### src/hdl/conv3x3_pkg.sv
// Package with types, register indexes and constants of the 3x3 convolution unit.
`default_nettype none
package conv3x3_pkg;

  localparam int unsigned MaxWidthDefault  = 1024;
  localparam int unsigned MaxHeightDefault = 1024;
  localparam int unsigned CfgIndexWidth    = 3;
  localparam int unsigned CfgDataWidth     = 24;

  localparam logic [CfgIndexWidth-1:0] RegImageWidth  = 3'd0;
  localparam logic [CfgIndexWidth-1:0] RegImageHeight = 3'd1;
  localparam logic [CfgIndexWidth-1:0] RegKernelTop   = 3'd2;
  localparam logic [CfgIndexWidth-1:0] RegKernelMid   = 3'd3;
  localparam logic [CfgIndexWidth-1:0] RegKernelBot   = 3'd4;
  localparam logic [CfgIndexWidth-1:0] RegDivisor     = 3'd5;
  localparam logic [CfgIndexWidth-1:0] RegBias        = 3'd6;

  localparam logic [7:0] SatMax = 8'd255;

  typedef struct packed {
    logic [7:0] blue_in;
    logic [7:0] green_in;
    logic [7:0] red_in;
  } pixel_in_t;

  typedef struct packed {
    logic [7:0] red_out;
    logic [7:0] green_out;
    logic [7:0] blue_out;
    logic [9:0] centre_row;
    logic [9:0] centre_col;
    logic       frame_last;
  } pixel_out_t;

  // Commands from the controller to the datapath.
  typedef struct packed {
    logic       load;       // capture a pixel and start the line store read
    logic       shift;      // complete the window shift with line store data
    logic       mac_clear;  // clear accumulators
    logic       mac_step;   // accumulate one tap
    logic [3:0] tap;        // tap index 0..8
    logic       div_start;  // start the divider
    logic       finish;     // form the output values
  } conv_cmd_t;

  // Status from the datapath to the controller.
  typedef struct packed {
    logic div_done;
  } conv_status_t;

endpackage
`default_nettype wire

### src/hdl/conv3x3_ctrl.sv
// Controller of the 3x3 convolution unit: handshakes, position counters and sequencing.
`default_nettype none
module conv3x3_ctrl #(
  parameter int unsigned MAX_WIDTH  = conv3x3_pkg::MaxWidthDefault,
  parameter int unsigned MAX_HEIGHT = conv3x3_pkg::MaxHeightDefault,
  parameter int unsigned COL_BITS   = 10,
  parameter int unsigned ROW_BITS   = 10
) (
  input  wire logic                      clk,
  input  wire logic                      rst,
  input  wire logic                      in_valid,
  output logic                           in_stall,
  output logic                           out_valid,
  input  wire logic                      out_stall,
  input  wire logic [10:0]               image_width,
  input  wire logic [10:0]               image_height,
  output conv3x3_pkg::conv_cmd_t         cmd,
  input  wire conv3x3_pkg::conv_status_t status,
  output logic [COL_BITS-1:0]            col,
  output logic [9:0]                     centre_row,
  output logic [9:0]                     centre_col,
  output logic                           frame_last
);
  import conv3x3_pkg::*;

  typedef enum logic [2:0] {
    S_IDLE, S_SHIFT, S_MAC, S_DIV_START, S_DIV, S_FIN, S_OUT
  } state_t;

  localparam int unsigned DimBits = (COL_BITS > ROW_BITS ? COL_BITS : ROW_BITS) + 2;

  state_t              state;
  logic [COL_BITS-1:0] col_count;
  logic [ROW_BITS-1:0] row_count;
  logic [DimBits-1:0]  w;
  logic [DimBits-1:0]  h;
  logic [DimBits-1:0]  c;
  logic [DimBits-1:0]  r;
  logic                row_end;
  logic                frame_end;
  logic                emit;
  logic                emit_next;
  logic [3:0]          tap;
  logic [ROW_BITS-1:0] row_hold;
  logic [COL_BITS-1:0] col_hold;
  logic                last_hold;
  logic                accept;

  // Clamp geometry and current position.
  always_comb begin
    w = DimBits'(image_width);
    h = DimBits'(image_height);
    if (w < DimBits'(3)) w = DimBits'(3);
    if (w > DimBits'(MAX_WIDTH)) w = DimBits'(MAX_WIDTH);
    if (h < DimBits'(3)) h = DimBits'(3);
    if (h > DimBits'(MAX_HEIGHT)) h = DimBits'(MAX_HEIGHT);
    c = DimBits'(col_count);
    r = DimBits'(row_count);
    if (c >= w) c = w - DimBits'(1);
    if (r >= h) r = h - DimBits'(1);
    row_end   = (c >= w - DimBits'(1));
    frame_end = row_end && (r >= h - DimBits'(1));
    emit_next = (r >= DimBits'(2)) && (c >= DimBits'(2));
  end

  assign accept   = in_valid && !in_stall;
  assign in_stall = (state != S_IDLE);
  assign col      = c[COL_BITS-1:0];

  // Command decode; the divider starts only after the last tap has been added.
  always_comb begin
    cmd           = '0;
    cmd.load      = accept;
    cmd.shift     = (state == S_SHIFT);
    cmd.mac_clear = (state == S_SHIFT);
    cmd.mac_step  = (state == S_MAC);
    cmd.tap       = tap;
    cmd.div_start = (state == S_DIV_START);
    cmd.finish    = (state == S_FIN);
  end

  // Sequencer, counters and the output beat register.
  always_ff @(posedge clk) begin
    if (rst) begin
      state     <= S_IDLE;
      col_count <= '0;
      row_count <= '0;
      out_valid <= 1'b0;
      tap       <= '0;
      emit      <= 1'b0;
    end else begin
      case (state)
        S_IDLE: begin
          if (accept) begin
            emit      <= emit_next;
            row_hold  <= ROW_BITS'(r - DimBits'(1));
            col_hold  <= COL_BITS'(c - DimBits'(1));
            last_hold <= frame_end;
            if (row_end) begin
              col_count <= '0;
              row_count <= frame_end ? '0 : ROW_BITS'(r + DimBits'(1));
            end else begin
              col_count <= COL_BITS'(c + DimBits'(1));
              row_count <= ROW_BITS'(r);
            end
            state <= S_SHIFT;
          end
        end
        S_SHIFT: begin
          tap   <= '0;
          state <= emit ? S_MAC : S_IDLE;
        end
        S_MAC: begin
          if (tap == 4'd8) begin
            state <= S_DIV_START;
          end else begin
            tap <= tap + 4'd1;
          end
        end
        S_DIV_START: begin
          state <= S_DIV;
        end
        S_DIV: begin
          if (status.div_done) state <= S_FIN;
        end
        S_FIN: begin
          out_valid  <= 1'b1;
          centre_row <= 10'(row_hold);
          centre_col <= 10'(col_hold);
          frame_last <= last_hold;
          state      <= S_OUT;
        end
        S_OUT: begin
          if (!out_stall) begin
            out_valid <= 1'b0;
            state     <= S_IDLE;
          end
        end
        default: state <= S_IDLE;
      endcase
    end
  end

endmodule
`default_nettype wire

### config.mk
export PLATFORM = sky130hd
export DESIGN_NAME = conv3x3_ctrl
export DESIGN_NICKNAME = d
export VERILOG_FILES = /design/src/hdl/conv3x3_pkg.sv /design/src/hdl/conv3x3_ctrl.sv
export SDC_FILE = /design/constraint.sdc
export NUM_CORES = 1
export LEC_CHECK = 0
export BUFFER_PORTS_ARGS = -buffer_cell sky130_fd_sc_hd__clkbuf_2
export CAP_MARGIN = 15
export CORE_ASPECT_RATIO = 0.75
export CORE_UTILIZATION = 58
export DETAILED_ROUTE_END_ITERATION = 7
export MAX_ROUTING_LAYER = met4
export PLACE_DENSITY = 0.8
export SLEW_MARGIN = 20
export SYNTH_ARGS = -nofsm -noshare
export SYNTH_HDL_FRONTEND = slang
export SYNTH_SLANG_ARGS = --single-unit
### constraint.sdc
create_clock -name clk -period 8.1 [get_ports clk]
set_input_delay 1.62 -clock clk [delete_from_list [all_inputs] [get_ports clk]]
set_output_delay 1.62 -clock clk [all_outputs]
set_load 0.005 [all_outputs]
==> flow_metrics.tcl <==
set metrics [dict create \
    synth_cell_type_count 69 \
    drive_gt1_share_pct 17.3 \
    crit_path_max_incr_delay_ns 0.70 \
    rsz0062_at_grt "false" \
    critPathTopFamily "simple AND/OR/NAND/NOR gates" \
    status "finished, violations left" \
    hpwlAfterDp_um 9930 \
    clock_sinks 71 \
    dr_total_vias 4601 \
    fp.dieH_um 84.1 \
    setup_viol 0 \
    whs_ns 0.419 \
    worstPathCellList "clkbuf_2, nor3_2, and3_1, o21ai_0, inv_1, ha_1, nand2b_4, a2111oi_4, or4b_1, nand2_8, mux2i_1, ha_1, nor2b_1, o21ai_0, a41o_1, a221o_1, o21ai_2, a211oi_2, nor3_2, a22o_1" \
    synth_top_area_share_pct 24.2 \
    fin_worst_skew_ns 0.00661 \
    area_growth_pct 14.6 \
    synth_nets 654 \
    syn_area_um2 5210 \
    finalMaxSlewViolations 0 \
    avgViaCountPerCell 6.09 \
    rows 29 \
    dieArea_um2 9360 \
    rrSetupSlack_ns 3.24 \
    h-tree-depth 3 \
    crit_type "primary input to register" \
    grt_pass1_wl_um 21400 \
    worstPathRequired_ns 8.37 \
    cp_slowest_cell "or4b_1" \
    critPathArrivalTime_ns 6.83 \
    clock_latency_ns 0.33 \
    final_antenna_net_count 0 \
    end_kind "register" \
    synth-seq-area-share_pct 35.4 \
    nets 720 \
    cp.buffers_inverters 2 \
    initial_utilization_pct 60.5 \
    hold_class "register to register" \
    post_cts_resized 0 \
    post-route-drc-count 18 \
    wl_per_cell_um 17.1 \
    clk_pin_slew_ns 0.06 \
    netlist_top_cells_area "edfxtp_1 24%, ha_1 12%, dfxtp_1 11%, xnor2_1 4.0%, a21oi_1 3.7%" \
    postCtsHoldBufs 0 \
    insertedDiodeCount 0 \
    grt_overflow_total 0 \
    slew_headroom_pct 27.7 \
    wirelength_um 12900 \
    synth.most_common_cell "ha_1" \
    grt_max_degree 24 \
    syn_avg_cell_area_um2 9.02 \
    numCtsBuffers 9 \
    startpoint_type "primary input" \
    grt_pass1_vias 4320 \
    violations "DRC" \
    post-place-ws_ns 1.29 \
    io-pin-count 70 \
    antenna_found_initial 0 \
    yosys-top-cells-count "50 x ha_1, 47 x inv_1, 46 x nor2_1" \
    ys_async_sr_fraction_pct 0 \
    cp_max_fo 10 \
    cts_tree "built" \
    period_minus_slack_ns 6.56 \
    synth-edff-count 42 \
    fin_crit_sh_pct 81.0 \
    p_leak_uw 0.00259 \
    finalHoldViolCount 0 \
    max_freq_mhz 152 \
    grt_use_total_pct 29.8 \
    ys_ff_latch 71 \
    postSynthCellCount 577 \
    fin_setup_tns_ns 0 \
    root_buffer "clkbuf_16" \
    cts.path.max_buffers 2 \
    maxCapViolCount 0 \
    power_density_nw_per_um2 188 \
    worst_slack_ns 1.54 \
    tightestPinTransition_ns 1.08 \
    io_buffers 69 \
    core_um2 8600 \
    cts_setup_buffers 0 \
    ir_drop_mv 0.114 \
    drt_pre_antenna_iters 7 \
    dominantRegCellSynth "edfxtp_1" \
    dieWidth_um 111 \
    gp_congestion 0.954 \
    drt_iter0_markers 457 \
    ys_warn_count 0 \
    yosys.area.top_type "edfxtp_1" \
]
[registers in the layout, summed over array words and instances (netlist names)]
| name | flops |
|---|---|
| centre_row | 10 |
| col_hold | 10 |
| centre_col | 10 |
| state | 3 |
| row_count | 10 |
| out_valid | 1 |
| col_count | 10 |
| tap | 4 |
| emit | 1 |
| row_hold | 10 |
| last_hold | 1 |
| frame_last | 1 |
[worst register-to-register path, stage by stage (launching register included)]
cell and delay [ns]:
dfxtp_1 0.34, ha_1 0.28, o21ai_1 0.10, a21oi_4 0.26
or4b_1 0.66, nand2_8 0.20, mux2i_1 0.60, ha_1 0.35
nor2b_1 0.10, o21ai_0 0.15, a41o_1 0.28, a221o_1 0.41
o21ai_2 0.19, a211oi_2 0.13, nor3_2 0.52, a22o_1 0.22
[layout make-up]
type / count / area, um^2
clock buffers: 11 / 275
clock inverters: 5 / 67.6
fillers: 686 / 2630
inverters: 47 / 176
multi-input cells: 442 / 3100
flip-flops and latches: 71 / 1840
well taps: 108 / 135
repair buffers: 72 / 368
[power by group]
part,switching (uW),internal [uW],total [uW]
logic,159,101,261
clock network,158,280,438
registers,12.1,413,425
total,329,794,1120
[layout by cell type, fill, tap and decap left out, types with 12 or more instances in the layout]
cell type,synthesis,final
a21oi_1,38,38
clkbuf_2,0,69
dfxtp_1,29,29
edfxtp_1,42,42
ha_1,50,50
inv_1,47,47
nand2_1,44,44
nand2b_1,12,12
nand3_1,22,22
nor2_1,46,46
nor3_1,23,23
o21ai_0,29,29
xnor2_1,24,24
[cells by family (layout without fill, tap and decap cells)]
family,Yosys count,count (layout),share of synthesized area (%)
xor+xnor,33,33,5.55
fa+ha+maj,50,50,12.0
simple gates,209,209,21.2
mux,13,13,2.86
compound gates,137,137,18.0
flops,71,71,35.4
buf+inv,64,135,5.02
[through the flow]
step	cells	total power [uW]	instance area [um^2]	util, %
after global routing	756	1180	5970	69.4
final	756	1120	5970	69.4
after detailed placement	740	687	5620	65.4
after CTS	756	1120	5970	69.4
after global placement	740	677	5620	65.4
after floorplan	577	616	5210	-
[final timing paths]
path | start | endpoint | cells past startpoint
setup / recovery | image_width[5] | row_count[4]$_SDFFE_PP0P_ | 20
hold / removal | row_hold[8]$_DFFE_PP_ | centre_row[8]$_DFFE_PP_ | 0
setup reg to reg | col_count[9]$_SDFFE_PP0P_ | row_count[4]$_SDFFE_PP0P_ | 15
hold reg to reg | row_hold[8]$_DFFE_PP_ | centre_row[8]$_DFFE_PP_ | 0
[routing by layer]
layer | vias to the layer above | global-route usage (%) | part of all wire (%)
met1 | 2143 | 42.0 | 47
li1 | 2242 | - | -
met2 | 208 | 43.2 | 43
met3 | 8 | 7.26 | 8.9
met4 | 0 | 6.39 | 0.78
met5 | - | - | 0
Power figures use the tool's default switching activity.
